File: src/hdl/look_elevator_controller_core_defines.svh
// ----------------------------------------------------------------------------
// look elevator controller assertion macros
// shared assertion forms for the rtl
// ----------------------------------------------------------------------------
`ifndef LOOK_ELEVATOR_CONTROLLER_CORE_DEFINES_SVH
`define LOOK_ELEVATOR_CONTROLLER_CORE_DEFINES_SVH

// implication checked every clock outside reset
`define LEC_ASSERT_IMPL(label, clk, rst_n, ante, cons) \
    label: assert property (@(posedge clk) disable iff (!rst_n) (ante) |-> (cons)) \
        else $error("assertion failed");

// next-cycle implication outside reset
`define LEC_ASSERT_NEXT(label, clk, rst_n, ante, cons) \
    label: assert property (@(posedge clk) disable iff (!rst_n) (ante) |=> (cons)) \
        else $error("assertion failed");

`endif

File: src/hdl/lec_pkg.sv
// ----------------------------------------------------------------------------
// lec_pkg
// types, constants and codes of the look elevator controller
// ----------------------------------------------------------------------------
package lec_pkg;

    localparam int FLOORS_DEF      = 5;
    localparam int QUEUE_DEPTH_DEF = 16;
    localparam int CAR_SLOTS_DEF   = 5;

    typedef enum logic [1:0] {
        KIND_TICK  = 2'd0,
        KIND_RIDE  = 2'd1,
        KIND_START = 2'd2,
        KIND_STOP  = 2'd3
    } kind_t;

    typedef enum logic [2:0] {
        MODE_OFFLINE = 3'd0,
        MODE_IDLE    = 3'd1,
        MODE_UP      = 3'd2,
        MODE_DOWN    = 3'd3,
        MODE_LOADING = 3'd4
    } mode_t;

    typedef enum logic [1:0] {
        DELAY_NONE = 2'd0,
        DELAY_LOAD = 2'd1,
        DELAY_MOVE = 2'd2
    } delay_t;

    typedef enum logic [2:0] {
        CFG_MAX_RIDERS = 3'd0,
        CFG_MAX_WEIGHT = 3'd1,
        CFG_WEIGHT0    = 3'd2,
        CFG_WEIGHT1    = 3'd3,
        CFG_WEIGHT2    = 3'd4,
        CFG_WEIGHT3    = 3'd5
    } cfg_index_t;

    typedef enum logic [3:0] {
        ST_IDLE,
        ST_DECODE,
        ST_RIDE_WR,
        ST_SCAN,
        ST_TICK_DECIDE,
        ST_UNLOAD,
        ST_BOARD_RD,
        ST_BOARD_WAIT,
        ST_BOARD_CHK,
        ST_WORK_SCAN,
        ST_MOVE,
        ST_SUM,
        ST_DONE
    } state_t;

    typedef struct packed {
        logic [1:0] kind;
        logic [2:0] start_floor;
        logic [2:0] target_floor;
        logic [2:0] rider_type;
    } in_word_t;

    typedef struct packed {
        logic        status;
        logic [2:0]  car_state;
        logic [2:0]  floor_now;
        logic [7:0]  load_weight;
        logic [2:0]  riders_on_board;
        logic [6:0]  queued_riders;
        logic [31:0] total_served;
        logic [1:0]  delay_code;
    } out_word_t;

endpackage

File: src/hdl/lec_ram.sv
// ----------------------------------------------------------------------------
// lec_ram
// generic single port write, single port registered read memory
// ----------------------------------------------------------------------------
module lec_ram #(
    parameter int WIDTH = 8,
    parameter int DEPTH = 16
) (
    input  logic                     clk,
    input  logic                     we,
    input  logic [$clog2(DEPTH)-1:0] waddr,
    input  logic [WIDTH-1:0]         wdata,
    input  logic [$clog2(DEPTH)-1:0] raddr,
    output logic [WIDTH-1:0]         rdata
);
    logic [WIDTH-1:0] mem [DEPTH];

    always_ff @(posedge clk)
    begin
        if (we)
        begin
            mem[waddr] <= wdata;
        end
        rdata <= mem[raddr];
    end
endmodule

File: src/hdl/look_elevator_controller_core.sv
// ----------------------------------------------------------------------------
// look_elevator_controller_core
// elevator car controller with look scheduling and per-floor rider queues
// ----------------------------------------------------------------------------
// channel   direction  handshake               word
// in        input      start high, busy low    in_word_t
// cfg       input      cfg_valid and cfg_ready index and data
// result    output     result_valid one cycle  out_word_t
//
// busy time per word is set by the one floor scan unit and the queue memory
// read latency
// the result strobe comes in the first idle cycle after busy
// reset is asynchronous and clears all control state; queue entries are
// undefined until written and are never used before
// the result cannot be stalled
// ----------------------------------------------------------------------------
module look_elevator_controller_core
    import lec_pkg::*;
#(
    parameter int FLOORS      = FLOORS_DEF,
    parameter int QUEUE_DEPTH = QUEUE_DEPTH_DEF,
    parameter int CAR_SLOTS   = CAR_SLOTS_DEF
) (
    input  logic      clk,
    input  logic      rst_n,
    input  logic      start,
    output logic      busy,
    input  in_word_t  in_word,
    input  logic      cfg_valid,
    output logic      cfg_ready,
    input  logic [2:0] cfg_index,
    input  logic [7:0] cfg_data,
    output logic      result_valid,
    output out_word_t result
);
`include "look_elevator_controller_core_defines.svh"

    localparam int FW = 3;
    localparam int QAW = $clog2(QUEUE_DEPTH);
    localparam int QCW = $clog2(QUEUE_DEPTH + 1);
    localparam int MAW = $clog2(FLOORS * QUEUE_DEPTH);
    localparam int SW = (CAR_SLOTS > 1) ? $clog2(CAR_SLOTS) : 1;
    localparam int SCW = $clog2(CAR_SLOTS + 1);
    localparam int FIW = (FLOORS > 1) ? $clog2(FLOORS) : 1;

    // configuration
    logic [2:0] max_riders_reg;
    logic [7:0] max_weight_reg;
    logic [5:0] weight_reg [4];

    // car and queue state
    logic [QAW-1:0] head_reg  [FLOORS];
    logic [QCW-1:0] count_reg [FLOORS];
    logic           slot_v_reg [CAR_SLOTS];
    logic [1:0]     slot_t_reg [CAR_SLOTS];
    logic [2:0]     slot_d_reg [CAR_SLOTS];
    mode_t          mode_reg;
    logic [FW-1:0]  floor_reg;
    logic           up_reg, stopping_reg;
    logic [7:0]     weight_sum_reg;
    logic [31:0]    served_reg;

    state_t         state_reg, state_next;
    in_word_t       in_reg;
    logic           status_reg;
    delay_t         delay_reg;
    logic [FIW-1:0] idx_reg;       // floor index for scans
    logic [SW-1:0]  sidx_reg;      // slot index for unload scan
    logic           ahead_reg, behind_reg, drop_reg, pick_reg;
    logic [6:0]     wait_sum_reg;
    logic [SCW-1:0] riders_reg;
    logic [4:0]     entry_reg;

    // queue memory
    logic           ram_we;
    logic [MAW-1:0] ram_waddr, ram_raddr;
    logic [4:0]     ram_rdata;

    lec_ram #(.WIDTH(5), .DEPTH(FLOORS * QUEUE_DEPTH)) u_queue (
        .clk(clk), .we(ram_we), .waddr(ram_waddr), .wdata({in_reg.rider_type[1:0],
        in_reg.target_floor}), .raddr(ram_raddr), .rdata(ram_rdata)
    );

    logic [FIW-1:0] cur_fi, req_fi;
    assign cur_fi = FIW'(floor_reg - 3'd1);
    assign req_fi = FIW'(in_reg.start_floor - 3'd1);

    // queue address: floor*depth + pointer
    logic [QAW:0]   tail_sum;
    logic [QAW-1:0] tail_ptr;
    assign tail_sum  = (QAW + 1)'(head_reg[req_fi]) + (QAW + 1)'(count_reg[req_fi]);
    assign tail_ptr  = (32'(tail_sum) >= QUEUE_DEPTH) ? QAW'(32'(tail_sum) - QUEUE_DEPTH)
                                                      : QAW'(tail_sum);
    assign ram_we    = (state_reg == ST_RIDE_WR) && !status_reg;
    assign ram_waddr = MAW'(MAW'(req_fi) * MAW'(QUEUE_DEPTH) + MAW'(tail_ptr));
    assign ram_raddr = MAW'(MAW'(cur_fi) * MAW'(QUEUE_DEPTH) + MAW'(head_reg[cur_fi]));

    // rider bound for a floor, small or-reduction over slots
    function automatic logic bound_for(input logic [2:0] f,
                                       input logic v [CAR_SLOTS],
                                       input logic [2:0] d [CAR_SLOTS]);
        logic r;
        r = 1'b0;
        for (int i = 0; i < CAR_SLOTS; i++)
        begin
            if (v[i] && d[i] == f)
            begin
                r = 1'b1;
            end
        end
        return r;
    endfunction

    // first free slot
    logic [SW-1:0] free_slot;
    always_comb
    begin
        free_slot = '0;
        for (int i = CAR_SLOTS - 1; i >= 0; i--)
        begin
            if (!slot_v_reg[i])
            begin
                free_slot = SW'(i);
            end
        end
    end

    // shared floor-need unit at idx_reg
    logic [2:0] scan_floor;
    logic       scan_need;
    assign scan_floor = 3'(idx_reg) + 3'd1;
    assign scan_need  = (!stopping_reg && count_reg[idx_reg] != '0)
                        || bound_for(scan_floor, slot_v_reg, slot_d_reg);

    // board check
    logic [5:0] head_w;
    logic [8:0] board_sum;
    logic       head_fits;
    assign head_w    = weight_reg[entry_reg[4:3]];
    assign board_sum = 9'(weight_sum_reg) + 9'(head_w);
    assign head_fits = (count_reg[cur_fi] != '0)
                       && (32'(riders_reg) < 32'(max_riders_reg))
                       && (32'(riders_reg) < CAR_SLOTS)
                       && (board_sum <= 9'(max_weight_reg));

    assign busy      = (state_reg != ST_IDLE);
    assign cfg_ready = (state_reg == ST_IDLE);

    always_comb
    begin
        state_next = state_reg;
        case (state_reg)
            ST_IDLE:        if (start) state_next = ST_DECODE;
            ST_DECODE:
            begin
                case (in_reg.kind)
                    KIND_TICK:  state_next = ST_TICK_DECIDE;
                    KIND_RIDE:  state_next = ST_RIDE_WR;
                    default:    state_next = ST_SUM;
                endcase
            end
            ST_RIDE_WR:     state_next = ST_SUM;
            ST_TICK_DECIDE:
            begin
                if (mode_reg == MODE_OFFLINE || (stopping_reg && riders_reg == '0))
                    state_next = ST_SUM;
                else
                    state_next = ST_UNLOAD;
            end
            ST_UNLOAD:
            begin
                if (sidx_reg == SW'(CAR_SLOTS - 1)) state_next = ST_BOARD_RD;
            end
            ST_BOARD_RD:    state_next = ST_BOARD_WAIT;
            ST_BOARD_WAIT:  state_next = ST_BOARD_CHK;
            ST_BOARD_CHK:
            begin
                if (pick_reg && head_fits) state_next = ST_BOARD_RD;
                else if (drop_reg || pick_reg) state_next = ST_SUM;
                else state_next = ST_WORK_SCAN;
            end
            ST_WORK_SCAN:
            begin
                if (idx_reg == FIW'(FLOORS - 1)) state_next = ST_MOVE;
            end
            ST_MOVE:        state_next = ST_SUM;
            ST_SUM:
            begin
                if (idx_reg == FIW'(FLOORS - 1)) state_next = ST_DONE;
            end
            ST_DONE:        state_next = ST_IDLE;
            default:        state_next = ST_IDLE;
        endcase
    end

    always_ff @(posedge clk or negedge rst_n)
    begin
        if (!rst_n)
        begin
            state_reg <= ST_IDLE;
        end
        else
        begin
            state_reg <= state_next;
        end
    end

    always_ff @(posedge clk or negedge rst_n)
    begin
        if (!rst_n)
        begin
            max_riders_reg <= 3'd5;
            max_weight_reg <= 8'd50;
            weight_reg[0]  <= 6'd3;
            weight_reg[1]  <= 6'd14;
            weight_reg[2]  <= 6'd10;
            weight_reg[3]  <= 6'd16;
            for (int f = 0; f < FLOORS; f++)
            begin
                head_reg[f]  <= '0;
                count_reg[f] <= '0;
            end
            for (int i = 0; i < CAR_SLOTS; i++)
            begin
                slot_v_reg[i] <= 1'b0;
            end
            mode_reg       <= MODE_OFFLINE;
            floor_reg      <= 3'd1;
            up_reg         <= 1'b1;
            stopping_reg   <= 1'b0;
            weight_sum_reg <= '0;
            served_reg     <= '0;
            result_valid   <= 1'b0;
            result         <= '0;
            riders_reg     <= '0;
            idx_reg        <= '0;
            sidx_reg       <= '0;
            status_reg     <= 1'b0;
            delay_reg      <= DELAY_NONE;
            drop_reg       <= 1'b0;
            pick_reg       <= 1'b0;
            ahead_reg      <= 1'b0;
            behind_reg     <= 1'b0;
            wait_sum_reg   <= '0;
        end
        else
        begin
            result_valid <= 1'b0;
            if (cfg_valid && cfg_ready)
            begin
                case (cfg_index)
                    CFG_MAX_RIDERS: max_riders_reg <= cfg_data[2:0];
                    CFG_MAX_WEIGHT: max_weight_reg <= cfg_data;
                    CFG_WEIGHT0:    weight_reg[0]  <= cfg_data[5:0];
                    CFG_WEIGHT1:    weight_reg[1]  <= cfg_data[5:0];
                    CFG_WEIGHT2:    weight_reg[2]  <= cfg_data[5:0];
                    CFG_WEIGHT3:    weight_reg[3]  <= cfg_data[5:0];
                    default: ;
                endcase
            end
            case (state_reg)
                ST_IDLE:
                begin
                    status_reg <= 1'b0;
                    delay_reg  <= DELAY_NONE;
                    idx_reg    <= '0;
                    sidx_reg   <= '0;
                    drop_reg   <= 1'b0;
                    pick_reg   <= 1'b0;
                    ahead_reg  <= 1'b0;
                    behind_reg <= 1'b0;
                    wait_sum_reg <= '0;
                end
                ST_DECODE:
                begin
                    case (in_reg.kind)
                        KIND_RIDE:
                        begin
                            if (in_reg.start_floor < 3'd1
                                || 32'(in_reg.start_floor) > FLOORS
                                || in_reg.target_floor < 3'd1
                                || 32'(in_reg.target_floor) > FLOORS
                                || in_reg.start_floor == in_reg.target_floor
                                || in_reg.rider_type > 3'd3)
                                status_reg <= 1'b1;
                            else if (32'(count_reg[req_fi]) >= QUEUE_DEPTH)
                                status_reg <= 1'b1;
                        end
                        KIND_START:
                        begin
                            if (mode_reg != MODE_OFFLINE)
                                status_reg <= 1'b1;
                            else
                            begin
                                floor_reg      <= 3'd1;
                                weight_sum_reg <= '0;
                                stopping_reg   <= 1'b0;
                                up_reg         <= 1'b1;
                                riders_reg     <= '0;
                                for (int i = 0; i < CAR_SLOTS; i++)
                                begin
                                    slot_v_reg[i] <= 1'b0;
                                end
                                mode_reg <= MODE_IDLE;
                            end
                        end
                        KIND_STOP:
                        begin
                            if (stopping_reg) status_reg <= 1'b1;
                            else stopping_reg <= 1'b1;
                        end
                        default: ;
                    endcase
                end
                ST_RIDE_WR:
                begin
                    if (!status_reg)
                        count_reg[req_fi] <= count_reg[req_fi] + QCW'(1);
                end
                ST_TICK_DECIDE:
                begin
                    entry_reg <= ram_rdata;
                    if (mode_reg != MODE_OFFLINE && stopping_reg && riders_reg == '0)
                        mode_reg <= MODE_OFFLINE;
                end
                ST_UNLOAD:
                begin
                    // boarding is decided on the car as it arrived
                    if (sidx_reg == '0)
                        pick_reg <= !stopping_reg && head_fits;
                    if (slot_v_reg[sidx_reg] && slot_d_reg[sidx_reg] == floor_reg)
                    begin
                        drop_reg <= 1'b1;
                        mode_reg <= MODE_LOADING;
                        delay_reg <= DELAY_LOAD;
                        slot_v_reg[sidx_reg] <= 1'b0;
                        riders_reg <= riders_reg - SCW'(1);
                        if (weight_sum_reg > 8'(weight_reg[slot_t_reg[sidx_reg]]))
                            weight_sum_reg <= weight_sum_reg
                                              - 8'(weight_reg[slot_t_reg[sidx_reg]]);
                        else
                            weight_sum_reg <= '0;
                        if (served_reg != 32'hFFFF_FFFF)
                            served_reg <= served_reg + 32'd1;
                    end
                    sidx_reg <= sidx_reg + SW'(1);
                end
                ST_BOARD_WAIT:
                begin
                    entry_reg <= ram_rdata;
                end
                ST_BOARD_CHK:
                begin
                    if (pick_reg && head_fits)
                    begin
                        mode_reg  <= MODE_LOADING;
                        delay_reg <= DELAY_LOAD;
                        slot_v_reg[free_slot] <= 1'b1;
                        slot_t_reg[free_slot] <= entry_reg[4:3];
                        slot_d_reg[free_slot] <= entry_reg[2:0];
                        riders_reg <= riders_reg + SCW'(1);
                        weight_sum_reg <= board_sum[7:0];
                        if (head_reg[cur_fi] == QAW'(QUEUE_DEPTH - 1))
                            head_reg[cur_fi] <= '0;
                        else
                            head_reg[cur_fi] <= head_reg[cur_fi] + QAW'(1);
                        count_reg[cur_fi] <= count_reg[cur_fi] - QCW'(1);
                    end
                    else if (!drop_reg && !pick_reg)
                    begin
                        idx_reg <= '0;
                    end
                end
                ST_WORK_SCAN:
                begin
                    if (scan_need && scan_floor > floor_reg)
                        ahead_reg <= 1'b1;
                    if (scan_need && scan_floor < floor_reg)
                        behind_reg <= 1'b1;
                    idx_reg <= idx_reg + FIW'(1);
                    if (idx_reg == FIW'(FLOORS - 1))
                        idx_reg <= '0;
                end
                ST_MOVE:
                begin
                    // ahead_reg: work above, behind_reg: work below
                    if ((up_reg && ahead_reg) || (!up_reg && !behind_reg && ahead_reg))
                    begin
                        up_reg    <= 1'b1;
                        mode_reg  <= MODE_UP;
                        floor_reg <= floor_reg + 3'd1;
                        delay_reg <= DELAY_MOVE;
                    end
                    else if (behind_reg)
                    begin
                        up_reg    <= 1'b0;
                        mode_reg  <= MODE_DOWN;
                        floor_reg <= floor_reg - 3'd1;
                        delay_reg <= DELAY_MOVE;
                    end
                    else
                    begin
                        mode_reg <= MODE_IDLE;
                    end
                end
                ST_SUM:
                begin
                    wait_sum_reg <= wait_sum_reg + 7'(count_reg[idx_reg]);
                    if (idx_reg != FIW'(FLOORS - 1))
                        idx_reg <= idx_reg + FIW'(1);
                end
                ST_DONE:
                begin
                    result_valid           <= 1'b1;
                    result.status          <= status_reg;
                    result.car_state       <= mode_reg;
                    result.floor_now       <= floor_reg;
                    result.load_weight     <= weight_sum_reg;
                    result.riders_on_board <= 3'(riders_reg);
                    result.queued_riders   <= wait_sum_reg;
                    result.total_served    <= served_reg;
                    result.delay_code      <= delay_reg;
                end
                default: ;
            endcase
        end
    end

    // input word capture
    always_ff @(posedge clk)
    begin
        if (start && !busy)
        begin
            in_reg <= in_word;
        end
    end

    `LEC_ASSERT_IMPL(a_busy_result, clk, rst_n, result_valid, state_reg == ST_IDLE)
    `LEC_ASSERT_IMPL(a_floor_range, clk, rst_n, 1'b1,
                     floor_reg >= 3'd1 && 32'(floor_reg) <= FLOORS)
    `LEC_ASSERT_NEXT(a_accept_busy, clk, rst_n, start && !busy, busy)
    `LEC_ASSERT_IMPL(a_riders_cap, clk, rst_n, 1'b1, 32'(riders_reg) <= CAR_SLOTS)

endmodule

File: config.mk
export PLATFORM = sky130hd
export DESIGN_NAME = look_elevator_controller_core
export DESIGN_NICKNAME = d
export VERILOG_FILES = /design/src/hdl/lec_pkg.sv /design/src/hdl/lec_ram.sv /design/src/hdl/look_elevator_controller_core.sv
export VERILOG_INCLUDE_DIRS = /design/src /design/src/hdl
export SDC_FILE = /design/constraint.sdc
export NUM_CORES = 1
export LEC_CHECK = 0
export BUFFER_PORTS_ARGS = -buffer_cell sky130_fd_sc_hd__buf_2
export CAP_MARGIN = 25
export CORE_MARGIN = 3
export CORE_UTILIZATION = 38
export CTS_CLUSTER_DIAMETER = 30
export CTS_CLUSTER_SIZE = 30
export DETAILED_ROUTE_END_ITERATION = 6
export PLACE_DENSITY = 0.57
export SLEW_MARGIN = 10
export SYNTH_ARGS = -nofsm -noshare
export SYNTH_HDL_FRONTEND = slang
export SYNTH_SLANG_ARGS = --single-unit
File: constraint.sdc
create_clock -name clk -period 6.7 [get_ports clk]
set_input_delay 0 -clock clk [delete_from_list [all_inputs] [get_ports clk]]
set_output_delay 0 -clock clk [all_outputs]
set_load 0.1 [all_outputs]
# Yosys cells after proc, flatten, opt, wreduce, memory -nomap -nowiden
# Memory sizes are Yosys's and may differ from the RTL's. A register that Yosys moved wholly into a read port is not among the register bits.
# Index checks and enable logic that the tools add are counted.
# classes
add_sub_neg	18
order_cmp	24
n_eq_ne	53
n_mux	133
bitwise_logic	12
reduce_logical	91
# op_table
op	n
2-to-1 mux 3 bit	23
2-to-1 mux 5 bit	12
bitwise mux 25 bit	2
2-to-1 mux 25 bit	2
one-hot mux 25 bit (2 select lines)	1
2-to-1 mux 4 bit	12
binary-select mux 5 bit (select 3 bit)	3
2-to-1 mux 8 bit	5
one-hot mux 4 bit (10 select lines)	1
adder 32 x 1 -> 32 bit, second input constant	1
inequality test 2 bit, second input constant	16
inequality test 32 bit, second input constant	1
demux 5 bit (select 3 bit)	2
logical AND 1 bit	29
2-to-1 mux 1 bit	28
binary-select mux 4 bit (select 3 bit)	2
binary-select mux 6 bit (select 2 bit)	2
equality test 4 bit, second input constant	6
2-to-1 mux 6 bit	4
one-hot mux 8 bit (3 select lines)	1
AND reduction 2 bit	12
equality test 3 bit	7
AND 20 bit	1
bitwise mux 20 bit	1
other kinds (73)	157
# word_totals
regBits	251
mem_bits_rw	410
input_bits	26
out_inout_bits	62
elab_cells	390
memories	2
# memory_table
name	words	width	rd	rd_clocked_by_memory_dff	write_ports	line	text
u_queue.mem	80	5	1	1	1	lec_ram.sv:16	logic [WIDTH-1:0] mem [DEPTH];
slot_t_reg	5	2	1	0	1	look_elevator_controller_core.sv:55	logic [1:0] slot_t_reg [CAR_SLOTS];

# Longest topological paths before layout
# Gate-level depths: netlist of the first run.
# depth
ltp_word	14
depth_mapped	21
ltp_nobuf	19

# Hierarchy
# From an unflattened synthesis of the first run, not the netlist that was laid out.
# unflattened
cells_unflattened	2047
area_unflattened_um2	30190.2
# by_module_without_submodules
module	n_inst	cells_each	area_each_um2	seq_area_each_um2
lec_ram	1	776	15924.0	12111.6
look_elevator_controller_core	1	1271	14266.2	6755.2

# Least setup slack after synthesis of the first run
# No wires, ideal clock.
# synth_timing
path_kind	register to register
start	reg entry_reg[3]
end	reg slot_d_reg[10] (netlist bit) (enable)
setup_ns	0.350
t_arrival_ns	4.578
required_time_ns	6.350
setup_slack_ns	1.772
stages_incl_launch_ff	19
n_path_buf	1
period_less_slack_ns	4.928
cell_sequence	edfxtp_1 -> clkbuf_1 -> mux4_2 -> ha_1 -> a21o_1 -> a21oi_1 -> nor2b_1 -> or4_1 -> o2111ai_1 -> xnor2_1 -> ha_1 -> a2111oi_0 -> o21ai_0 -> a21oi_1 -> a2bb2oi_1 -> nand3_1 -> nor2_1 -> nand2_1 -> nor3b_1
# synth_between
elab_chain_cells	9
# synth_lines
item	line	text
start: declaration	look_elevator_controller_core.sv:72	logic [4:0] entry_reg;
start signal: assignment	look_elevator_controller_core.sv:322	entry_reg <= ram_rdata;
start signal: assignment	look_elevator_controller_core.sv:350	entry_reg <= ram_rdata;
NOT 2 -> 3 bit (implied by the code)	look_elevator_controller_core.sv:139	assign head_w = weight_reg[entry_reg[4:3]];
binary-select mux 6 bit (select 2 bit)	look_elevator_controller_core.sv:139	
2-to-1 mux 6 bit (implied by the code) (2 in a row)	look_elevator_controller_core.sv:139	
adder 8 x 6 -> 9 bit	look_elevator_controller_core.sv:140	assign board_sum = 9'(weight_sum_reg) + 9'(head_w);
<= comparator 9 x 8 -> 1 bit	look_elevator_controller_core.sv:144	&& (board_sum <= 9'(max_weight_reg));
logical AND 1 bit	look_elevator_controller_core.sv:144	
logical AND 1 bit	look_elevator_controller_core.sv:354	if (pick_reg && head_fits)
AND reduction 3 bit (no line)	--	
end signal: indexed assignment	look_elevator_controller_core.sv:360	slot_d_reg[free_slot] <= entry_reg[2:0];
end: declaration	look_elevator_controller_core.sv:56	logic [2:0] slot_d_reg [CAR_SLOTS];
# Every way passes these cells. The select of a mux whose other input is x is not followed.
# A chain may end at the register's enable or synchronous reset.

# Worst setup path in the final report of the first run
# layout_timing
start	reg floor_reg[0]
end	reg count_reg[9] (netlist bit)
# layout_between
elab_chain_cells	12
elab_cells_between_ends	21
cone_classes	2 x add/sub; 2 x order compare; 1 x eq/ne; 8 x mux; 1 x bitwise; 7 x reduce/logical
# layout_lines
item	line	text
start: declaration	look_elevator_controller_core.sv:58	logic [FW-1:0] floor_reg;
start signal: assignment	look_elevator_controller_core.sv:391	floor_reg <= floor_reg + 3'd1;
start signal: assignment	look_elevator_controller_core.sv:398	floor_reg <= floor_reg - 3'd1;
subtractor 3 x 1 -> 3 bit *	look_elevator_controller_core.sv:85	assign cur_fi = FIW'(floor_reg - 3'd1);
NOT 3 -> 4 bit (implied by the code) *	look_elevator_controller_core.sv:141, look_elevator_controller_core.sv:367	
parallel branches: the longest is 10 deep, another holds subtractor 5 x 1 -> 5 bit	--	
end signal: indexed assignment	look_elevator_controller_core.sv:318	count_reg[req_fi] <= count_reg[req_fi] + QCW'(1);
end signal: indexed assignment	look_elevator_controller_core.sv:367	count_reg[cur_fi] <= count_reg[cur_fi] - QCW'(1);
end: declaration	look_elevator_controller_core.sv:53	logic [QCW-1:0] count_reg [FLOORS];
# Mark *: on every way between the ends. The select of a mux whose other input is x is not followed.

==> flow_summary_export.csv, run 1 <==
group,metric,value,unit
sta,worst_slew_pin_slew,1.05,ns
global_routing,grt-busiest-layer,"met2",
synth,syn_nets,2360,
die,core,78100,um2
global_routing,grtUsageMet3,4.01,%
sta,skew,0.0314,ns
clocking,clkTransAtPathRegs,0.04,ns
drt,drtIter0Drc,1865,
synth,synthFlopType,"edfxtp_1",
global_routing,grt_pass1_wl,122,mm
sta,fin_crit_sh,84.3,%
critical_path,start_kind,"flop",
clocking,postCtsHoldBufs,39,
sta,timing.hold.ws,0.0444,ns
sta,relSlewSlack,30.0,%
clocking,htreeDepth,4,
global_routing,grt-ovfl-total,0,
synth,ys_warn_count,0,
run_status,status,"finished clean",
sta,setup_viol,0,
clocking,ctsRootBufferMaster,"clkbuf_16",
clocking,post-cts-setup-buffers,0,
placement,dp_hpwl,50.0,mm
sta,slew_violations,0,
synth,yosysSeqAreaShare,62.4,%
drt,ant_nets,0,
synth,ys_async_sr_fraction,33.0,%
critical_path,cp.required,7.28,ns
clocking,cts_tree,"yes",
sta,fin_setup_tns,0,ns
synth,syn-instance-count,2279,
global_routing,grtUsageMet1,25.0,%
cells_and_area,areaGrowthSynthToFinish,22.2,%
clocking,clockBufferDepth,3,
cells_and_area,nNetsFinal,2554,
synth,synth_top_area_share,43.8,%
min_path,min-delay-path-class,"in2reg",
critical_path,critPathMaxFanout,30,
cells_and_area,diodes,0,
pwr,total_power,15.1,mW
cells_and_area,final_layout_size_suffix_gt1_share,22.7,%
clocking,insertion_delay,0.71,ns
placement,preCtsSetupSlack,1.11,ns
cells_and_area,fill_cells,6808,
placement,io_buffers,87,
drt,drt_wl_total,78.6,mm
synth,avgSynthCellArea,13.3,um2
global_routing,antenna_found_initial,0,
die,placementRows,102,
cells_and_area,seq_area,18900,um2
die,dieArea,82900,um2
sta,rsz0062_at_grt,"no",
global_routing,grt.total_usage,19.1,%
drt,firstDrtPassIters,6,
placement,placed_cells,3328,
pwr,leakagePower,14.1,nW
pwr,power_density,409,nW/um2
cells_and_area,final_core_util,47.3,%
cells_and_area,largest_reg_flops,400,
flow_run,maxCapViolations,0,
synth,synth_edf_count,441,
synth,synth_area_leaders,"edfxtp_1 (44%), dfrtp_1 (17%), mux2_2 (5.3%)",
pwr,ir_worst_vdd,0.250,mV
sta,setup_slack,1.05,ns
clocking,cts-resized-gates,0,
drt,via_per_inst,5.51,
die,num_io_pins,88,
critical_path,worstPathArrival,6.23,ns
global_routing,grt_pass1_vias,20825,
clocking,clock-sinks,666,
synth,ys_ff_latch,666,
critical_path,worstSetupPathType,"reg2reg",
die,fp.dieH,288,um
synth,synth_cell_types,82,
cells_and_area,design_area,36900,um2
clocking,numCtsBuffers,137,
global_routing,grt_max_degree,87,
drt,wl_per_cell,21.7,um
sta,min_period,5.65,ns
drt,drc,0,
global_routing,grtUsageMet2,31.4,%
synth,syn_area,30200,um2
synth,yosysMostFrequentCell,"edfxtp_1",
drt,vias,19988,
sta,hold_viol_final,0,
synth,synth_commonest_cells,"edfxtp_1 (441), nand2_1 (249), dfrtp_1 (205), nor2_1 (159), mux2_2 (143)",
cells_and_area,instances_no_fill,3625,
die,die_w,288,um
critical_path,end_kind,"flop",
sta,clock.fmax,0.177,GHz
synth,synth_top_area_cell,"edfxtp_1",
die,initial_core_util,38.7,%
placement,gp_congestion,0.888,
cells_and_area,multi_input_area,10600,um2
placement,placed_cell_area,31700,um2
[worst paths after layout]
path,from,depth (start not counted),endpoint,slack [ns]
hold / removal,in_word[7],2,in_reg[7]$_DFFE_PP_,0.04
setup reg to reg,floor_reg[0]$_DFFE_PN1P_,14,count_reg[9]$_DFFE_PN0P_,1.05
max in group asynchronous,rst_n,6,served_reg[6]$_DFFE_PN0P_,4.79
min in group asynchronous,rst_n,3,head_reg[5]$_DFFE_PN0P_,0.33
setup / recovery,floor_reg[0]$_DFFE_PN1P_,14,count_reg[9]$_DFFE_PN0P_,1.05
hold reg to reg,u_queue.rdata[2]$_DFF_P_,0,entry_reg[2]$_DFFE_PP_,0.46
[layout by cell type, fill, tap and decap left out, types with 12 or more instances in the layout]
cell,synthesis,layout
a22oi_1,26,26
a21o_1,12,12
o22ai_1,47,47
nand3_1,100,100
buf_2,26,87
mux2i_1,79,79
a21oi_1,86,86
clkinv_2,0,22
o2111ai_1,13,13
ha_1,50,50
clkinvlp_4,0,13
clkbuf_1,62,19
nor2b_1,14,14
clkbuf_16,0,139
o21ai_0,61,61
nor2_1,159,158
dfstp_2,15,15
nor3_1,29,29
mux2_2,143,143
inv_6,0,14
a211oi_1,12,12
xor2_1,21,21
and3_1,23,23
bufinv_16,0,15
a32oi_1,16,16
nand2_1,249,249
xnor2_1,52,52
dfrtp_1,205,205
buf_4,4,28
dlygate4sd3_1,0,38
mux4_2,60,60
nand4_1,29,29
edfxtp_1,441,441
inv_1,69,69
[area by class of cell]
cell class                      instances  area share (%)
Inverter                               73           0.756
Timing Repair Buffer                  160            3.23
Sequential cell                       666            51.1
Clock buffer                          162            9.76
Multi-Input combinational cell       1435            28.8
Tap cell                             1040            3.52
Clock inverter                         89            2.86
[cell families (layout without fill, tap and decap cells)]
logic type | after synthesis | after routing | share of synthesized area (%)
compound gates | 364 | 364 | 8.07
buf+inv | 178 | 484 | 2.45
mux | 283 | 283 | 12.5
flops | 666 | 666 | 62.4
xor+xnor | 74 | 74 | 2.21
fa+ha+maj | 55 | 55 | 2.40
simple gates | 659 | 659 | 9.98
[layer usage]
metal	vias up	share of wire, %
li1	9004	-
met1	10092	43
met2	726	48
met3	166	6.1
met4	0	2.8
met5	-	0
[where the power goes]
part | internal, mW | switching [mW]
registers | 4.79 | 0.357
clock network | 4.46 | 2.26
logic | 1.13 | 2.09
[critical path, stage by stage, from the launching register on]
cell       delay (ns)
dfstp_2          0.97
inv_1            0.41
ha_1             0.41
xor2_4           0.73
a31oi_1          0.17
o22ai_1          0.53
inv_1            0.10
ha_1             0.25
inv_1            0.10
a2111oi_4        0.06
a2bb2oi_1        0.31
nand3_1          0.35
nor2_1           0.40
o22a_1           0.35
mux2_2           0.37
Power figures use the tool's default switching activity.
==> inputs of run 2 (changes only) <==
- ABC_AREA: unset -> 1
- PLACE_DENSITY: 0.57 -> 0.59
- clock period: 6.7 -> 4.8 ns (I/O delays scaled with it)
==> run 2 against run 1 <==
Synthesized cell count is 46% higher; register-to-register slack worse by 0.65 ns; count of clock-buffer cells in the layout is 9 higher; largest cell class unchanged; sequential share of layout area is 2.0 points lower; combinational power is 42% higher; routed wire length is 9.7% higher; largest power group unchanged; first-iteration DRC count is 5.3% higher; critical endpoint is now slot_t_reg[0][0]$_DFFE_PP_; highest routed layer unchanged; worst setup slack worse by 0.65 ns; cell area is 4.2% higher; cell count is 29% higher; clock power is 47% higher.
==> flow_summary_export.csv, run 2 <==
group,metric,value,unit
synth,synth_top_area_cell,"edfxtp_1",
clocking,clock-sinks,666,
synth,yosysSeqAreaShare,59.7,%
cells_and_area,areaGrowthSynthToFinish,21.7,%
synth,synth_cell_types,62,
die,core,82200,um2
drt,vias,24432,
cells_and_area,final_layout_size_suffix_gt1_share,12.7,%
synth,ys_warn_count,0,
die,placementRows,105,
drt,drtIter0Drc,1963,
die,initial_core_util,38.4,%
cells_and_area,largest_reg_flops,400,
cells_and_area,final_cell_mix,"nand2_1 (896), nand3_1 (579), edfxtp_1 (441)",
synth,synthFlopType,"edfxtp_1",
critical_path,crit_chain,"inv_1 -> o21ai_0 -> o22ai_1 -> ha_1 -> inv_1 -> fa_1 -> nand3b_1 -> nand2_1 -> nand2_1 -> a21oi_1 -> nor2_1 -> xor2_1 -> ha_1 -> nand2_1 -> inv_1 -> o21ai_0 -> nand2_1 -> nand2_1 -> nand2_1 -> nand2_1 -> nand4_4 -> nor2_2 -> nand2_2 -> nor3b_1",
synth,synth_commonest_cells,"nand2_1 (898), nand3_1 (579), edfxtp_1 (441), nor2_1 (220), o21ai_0 (217)",
global_routing,grt_pass1_wl,135,mm
min_path,hold_path_end,"in_reg[4]$_DFFE_PP_",
synth,yosysMostFrequentCell,"nand2_1",
synth,synth_top_area_share,41.9,%
placement,dp_hpwl,55.0,mm
critical_path,worstSetupPathType,"reg2reg",
critical_path,critPathBufInv,3,
drt,via_per_inst,5.21,
die,dieArea,86600,um2
sta,hold_viol_final,0,
clocking,ctsRootBufferMaster,"clkbuf_16",
synth,synth_area_leaders,"edfxtp_1 (42%), dfrtp_1 (16%), nand2_1 (11%)",
sta,fin_setup_tns,0,ns
drt,drc,0,
sta,min_period,4.39,ns
die,die_w,294,um
sta,setup_viol,0,
die,fp.dieH,294,um
clocking,numCtsBuffers,141,
clocking,cts_tree,"yes",
critical_path,cp_top_family,"simple AND/OR/NAND/NOR gates",
critical_path,cpMaxStageDelayCell,"edfxtp_1",
global_routing,grt_max_degree,147,
cells_and_area,diodes,0,
synth,syn-instance-count,3332,
synth,synth_edf_count,441,
critical_path,cpPeakStageDelay,0.49,ns
synth,avgSynthCellArea,9.48,um2
sta,skew,0.0297,ns
global_routing,antenna_found_initial,0,
critical_path,start_kind,"flop",
sta,setup_slack,0.406,ns
global_routing,grt-ovfl-total,0,
critical_path,cp.required,5.16,ns
pwr,leakagePower,15.5,nW
sta,slew_violations,0,
placement,io_buffers,87,
clocking,htreeDepth,4,
pwr,ir_worst_vdd,0.385,mV
drt,firstDrtPassIters,6,
critical_path,critPathMaxFanout,10,
sta,worst_slew_pin_slew,1.03,ns
clocking,insertion_delay,0.71,ns
global_routing,grt_pass1_vias,24048,
run_status,status,"finished clean",
drt,ant_nets,0,
critical_path,end_kind,"flop",
placement,preCtsSetupSlack,0.300,ns
sta,relSlewSlack,31.4,%
clocking,clockBufferDepth,3,
synth,syn_area,31600,um2
cells_and_area,final_common_cell,"nand2_1",
sta,rsz0062_at_grt,"no",
drt,wl_per_cell,18.4,um
critical_path,reg2reg_to,"slot_t_reg[0][0]$_DFFE_PP_",
cells_and_area,nNetsFinal,3583,
flow_run,maxCapViolations,0,
critical_path,cpMostUsedCell,"nand2_1",
drt,drt_wl_total,86.2,mm
critical_path,r2r_start,"entry_reg[4]$_DFFE_PP_",
synth,ys_async_sr_fraction,33.0,%
min_path,min-delay-path-class,"in2reg",
sta,clock.fmax,0.228,GHz
critical_path,worstPathArrival,4.75,ns
pwr,power_density,560,nW/um2
die,num_io_pins,88,
sta,fin_crit_sh,91.5,%
placement,gp_congestion,0.929,
global_routing,grt.total_usage,19.9,%
min_path,min_from,"in_word[4]",
cells_and_area,final_core_util,46.8,%
clocking,clkTransAtPathRegs,0.04,ns
clocking,post-cts-setup-buffers,0,
min_path,worstHoldPathCells,2,
critical_path,r2r_slack,0.41,ns
critical_path,reg2reg_depth,24,
synth,ys_ff_latch,666,
synth,syn_nets,3413,
[run 2: cell count changes in the layout (fill, tap and decap cells not counted), moves of 37 or more]
| cell | before | now |
|---|---|---|
| inv_1 | 69 | 204 |
| mux2_2 | 143 | 0 |
| mux2i_1 | 79 | 0 |
| mux4_2 | 60 | 0 |
| nand2_1 | 249 | 896 |
| nand3_1 | 100 | 579 |
| nor2_1 | 158 | 220 |
| o21ai_0 | 61 | 217 |
| xnor2_1 | 52 | 15 |
[run 2: worst max path at each step]
| stage | end | slack, ns | startpoint | cells after the start |
|---|---|---|---|---|
| finish | slot_t_reg[0][0]$_DFFE_PP_ | 0.41 | entry_reg[4]$_DFFE_PP_ | 24 |
| detailed placement | slot_d_reg[13]$_DFFE_PP_ | 0.30 | entry_reg[3]$_DFFE_PP_ | 23 |
| floorplan | slot_d_reg[12]$_DFFE_PP_ | 0.72 | entry_reg[3]$_DFFE_PP_ | 25 |
| global placement | slot_d_reg[13]$_DFFE_PP_ | 0.48 | entry_reg[3]$_DFFE_PP_ | 24 |
| CTS | slot_d_reg[13]$_DFFE_PP_ | 0.29 | entry_reg[3]$_DFFE_PP_ | 23 |
| global route | slot_t_reg[2][1]$_DFFE_PP_ | 0.03 | entry_reg[3]$_DFFE_PP_ | 23 |
[run 2: through the flow]
stage	cells	hold WS (ns)	area, um2	total power [mW]
after global routing	4686	0.0335	38500	22.5
after floorplan	3332	-0.296	31600	10.3
after global placement	4388	0.0291	33100	11.6
final	4686	0.0414	38500	21.5
after detailed placement	4388	0.0313	33100	11.6
after CTS	4686	0.00632	38400	21.7
[run 2: layout make-up]
cell class / instances / area, um2
clock buffers: 171 / 3840
clock inverters: 86 / 1100
fillers: 7724 / 43800
inverters: 226 / 851
multi-input cells: 2294 / 11200
flip-flops and latches: 666 / 18900
well taps: 1070 / 1340
repair buffers: 173 / 1260
[run 2: metal layers]
metal  track usage, %  vias to the layer above  part of all wire [%]
met5                0                        -                     0
li1                 -                    11800                     -
met3             4.01                      156                   6.6
met4             7.61                        0                   2.7
met2             32.7                      824                    48
met1             26.1                    11652                    43
[run 2: kinds of logic (layout without fill, tap and decap cells)]
family	count (synthesis)	in the layout	synth area share [%]
AND/OR/NAND/NOR	1805	1805	24.7
adder cells (fa/ha/maj)	55	55	2.30
flip-flops	666	666	59.7
AO/OA/AOI/OAI	373	373	6.58
XOR/XNOR	61	61	1.69
buffers and inverters	372	656	4.98
[run 2: report_power, final]
part / total, mW / internal, mW / leakage, nW / switching (mW)
clock: 9.90 / 6.76 / 2.38 / 3.15
combinational: 4.57 / 1.27 / 6.15 / 3.30
sequential: 7.04 / 6.70 / 6.98 / 0.350
total: 21.5 / 14.7 / 15.5 / 6.79
[run 2: repair_timing]
item	CTS	global route
hold buffers	41	0
endpoints found under the hold margin	134	0
resized for setup	0	3
endpoints found under the setup margin	0	22
==> inputs of run 3 (changes only) <==
- clock period: 4.8 -> 3.7 ns (I/O delays scaled with it)
==> run 3 against run 2 <==
The flow now finishes with violations (negative setup slack); via count rose by 2.8%; clock skew fell by 0.00072 ns; sequential cell count did not move; power rose by 34%; maximum frequency rose by 12%; global-route usage rose by 0.60 points; hold slack improved by 0.065 ns; sequential power rose by 30%; core utilization rose by 2.6 points; routed wire length rose by 2.8%; critical path type unchanged; largest cell class unchanged; highest routed layer unchanged.
==> flow_summary_export.csv, run 3 (same netlist as run 2, synthesis figures left out) <==
group,metric,value,unit
run_status,status,"complete, but fails checks",
run_status,violations,"negative setup slack",
critical_path,start_kind,"flop",
global_routing,grtUsageMet2,33.6,%
global_routing,grt_pass1_wl,140,mm
sta,skew,0.0290,ns
die,placementRows,105,
die,dieArea,86600,um2
pwr,leakagePower,16.5,nW
sta,hold_viol_final,0,
min_path,min-delay-path-class,"in2reg",
clocking,clkTransAtPathRegs,0.05,ns
pwr,total_power,28.8,mW
pwr,ir_worst_vdd,0.478,mV
placement,io_buffers,87,
clocking,cts_tree,"yes",
drt,ant_nets,0,
critical_path,cpPeakStageDelay,0.37,ns
placement,preCtsSetupSlack,-0.267,ns
drt,wl_per_cell,18.3,um
critical_path,worstPathArrival,4.52,ns
global_routing,grt-busiest-layer,"met2",
sta,relSlewSlack,32.8,%
drt,via_per_inst,5.18,
critical_path,r2r_slack,-0.23,ns
sta,setup_viol,89,
die,initial_core_util,38.4,%
drt,drtIter0Drc,1870,
drt,drt_wl_total,88.6,mm
die,core,82200,um2
cells_and_area,final_common_cell,"nand2_1",
clocking,numCtsBuffers,137,
sta,slew_violations,0,
clocking,ctsRootBufferMaster,"clkbuf_16",
cells_and_area,seq_area,18900,um2
clocking,htreeDepth,4,
cells_and_area,largest_reg_flops,400,
global_routing,grt_max_degree,145,
critical_path,end_kind,"flop",
global_routing,antenna_found_initial,0,
flow_run,maxCapViolations,0,
global_routing,grtUsageMet3,3.43,%
critical_path,critPathMaxFanout,8,
sta,rsz0062_at_grt,"yes",
sta,fin_crit_sh,106,%
drt,drc,0,
clocking,clockBufferDepth,3,
global_routing,grt-ovfl-total,0,
cells_and_area,final_cell_mix,"nand2_1 (845), nand3_1 (574), edfxtp_1 (441)",
cells_and_area,diodes,0,
die,num_io_pins,88,
placement,dp_hpwl,56.0,mm
cells_and_area,fill_cells,7529,
cells_and_area,multi_input_area,11800,um2
die,fp.dieH,294,um
cells_and_area,areaGrowthSynthToFinish,28.5,%
critical_path,cp.required,4.29,ns
sta,setup_slack,-0.233,ns
critical_path,worstSetupPathType,"reg2reg",
sta,worst_slew_pin_slew,1.01,ns
clocking,clock-sinks,666,
sta,clock.fmax,0.254,GHz
drt,firstDrtPassIters,6,
global_routing,grt_pass1_vias,24689,
sta,min_period,3.93,ns
cells_and_area,nNetsFinal,3750,
global_routing,grtUsageMet1,27.6,%
critical_path,cpMostUsedCell,"nand2_1",
drt,vias,25124,
cells_and_area,instances_no_fill,4854,
die,die_w,294,um
placement,gp_congestion,0.893,
pwr,power_density,711,nW/um2
cells_and_area,final_layout_size_suffix_gt1_share,19.7,%
sta,timing.hold.ws,0.107,ns
critical_path,cpMaxStageDelayCell,"edfxtp_1",
global_routing,grt.total_usage,20.5,%
placement,placed_cells,4538,
clocking,insertion_delay,0.73,ns
==> run 3: worst paths after layout <==
kind | end | start | depth (start not counted)
min in group asynchronous | up_reg$_DFFE_PN1P_ | rst_n | 3
max in group asynchronous | weight_reg[6]$_DFFE_PN0P_ | rst_n | 4
worst max-delay path | count_reg[20]$_DFFE_PN0P_ | entry_reg[3]$_DFFE_PP_ | 30
worst min-delay path | in_reg[6]$_DFFE_PP_ | in_word[6] | 2
worst min register to register | entry_reg[1]$_DFFE_PP_ | u_queue.rdata[1]$_DFF_P_ | 0
worst max register to register | count_reg[20]$_DFFE_PN0P_ | entry_reg[3]$_DFFE_PP_ | 30
==> run 3: power breakdown <==
| part | switching [mW] | leakage, nW | total [mW] | internal (mW) |
|---|---|---|---|---|
| logic | 4.66 | 7.23 | 6.85 | 2.19 |
| registers | 0.450 | 6.97 | 9.13 | 8.68 |
| clock network | 4.31 | 2.34 | 12.9 | 8.55 |
| total | 9.42 | 16.5 | 28.8 | 19.4 |
==> run 3: critical path: cells and delay by family (launching register included) <==
kind                     cells  cell delay (ns)
XOR/XNOR                     1             0.15
AO/OA/AOI/OAI                3             0.33
buffers and inverters        7             0.72
adder cells (fa/ha/maj)      3             0.87
flip-flops                   1             0.37
AND/OR/NAND/NOR             16             1.34
==> run 3: repair_timing <==
action,4_1_cts,5_1_grt
pin swaps,6,30
buffers inserted,5,12
gates cloned,4,2
setup endpoints to repair,106,496
resized for setup,37,142
hold buffers,42,0
endpoints found under the hold margin,136,0
==> run 3: area by class of cell <==
type / instances / share of cell area (%)
Inverter: 226 / 2.11
Sequential cell: 666 / 46.5
Timing Repair Buffer: 340 / 6.78
Clock inverter: 98 / 3.31
Tap cell: 1070 / 3.30
Multi-Input combinational cell: 2298 / 29.2
Clock buffer: 156 / 8.85
==> run 3: metal layers <==
metal	share of wire (%)	routed length, um
met1	44	39000
met2	47	42000
met4	2.8	2440
met3	5.9	5230
met5	0	0
==> run 3: through the flow <==
step                      TNS (ns)  instance area (um2)  util (%)
after CTS                    -8.58                40000      48.6
final                       -14.54                40600      49.4
after global placement       -7.72                34400      41.8
after detailed placement    -13.45                34400      41.8
after floorplan            -0.0945                31700         -
after global routing        -38.19                40600      49.4
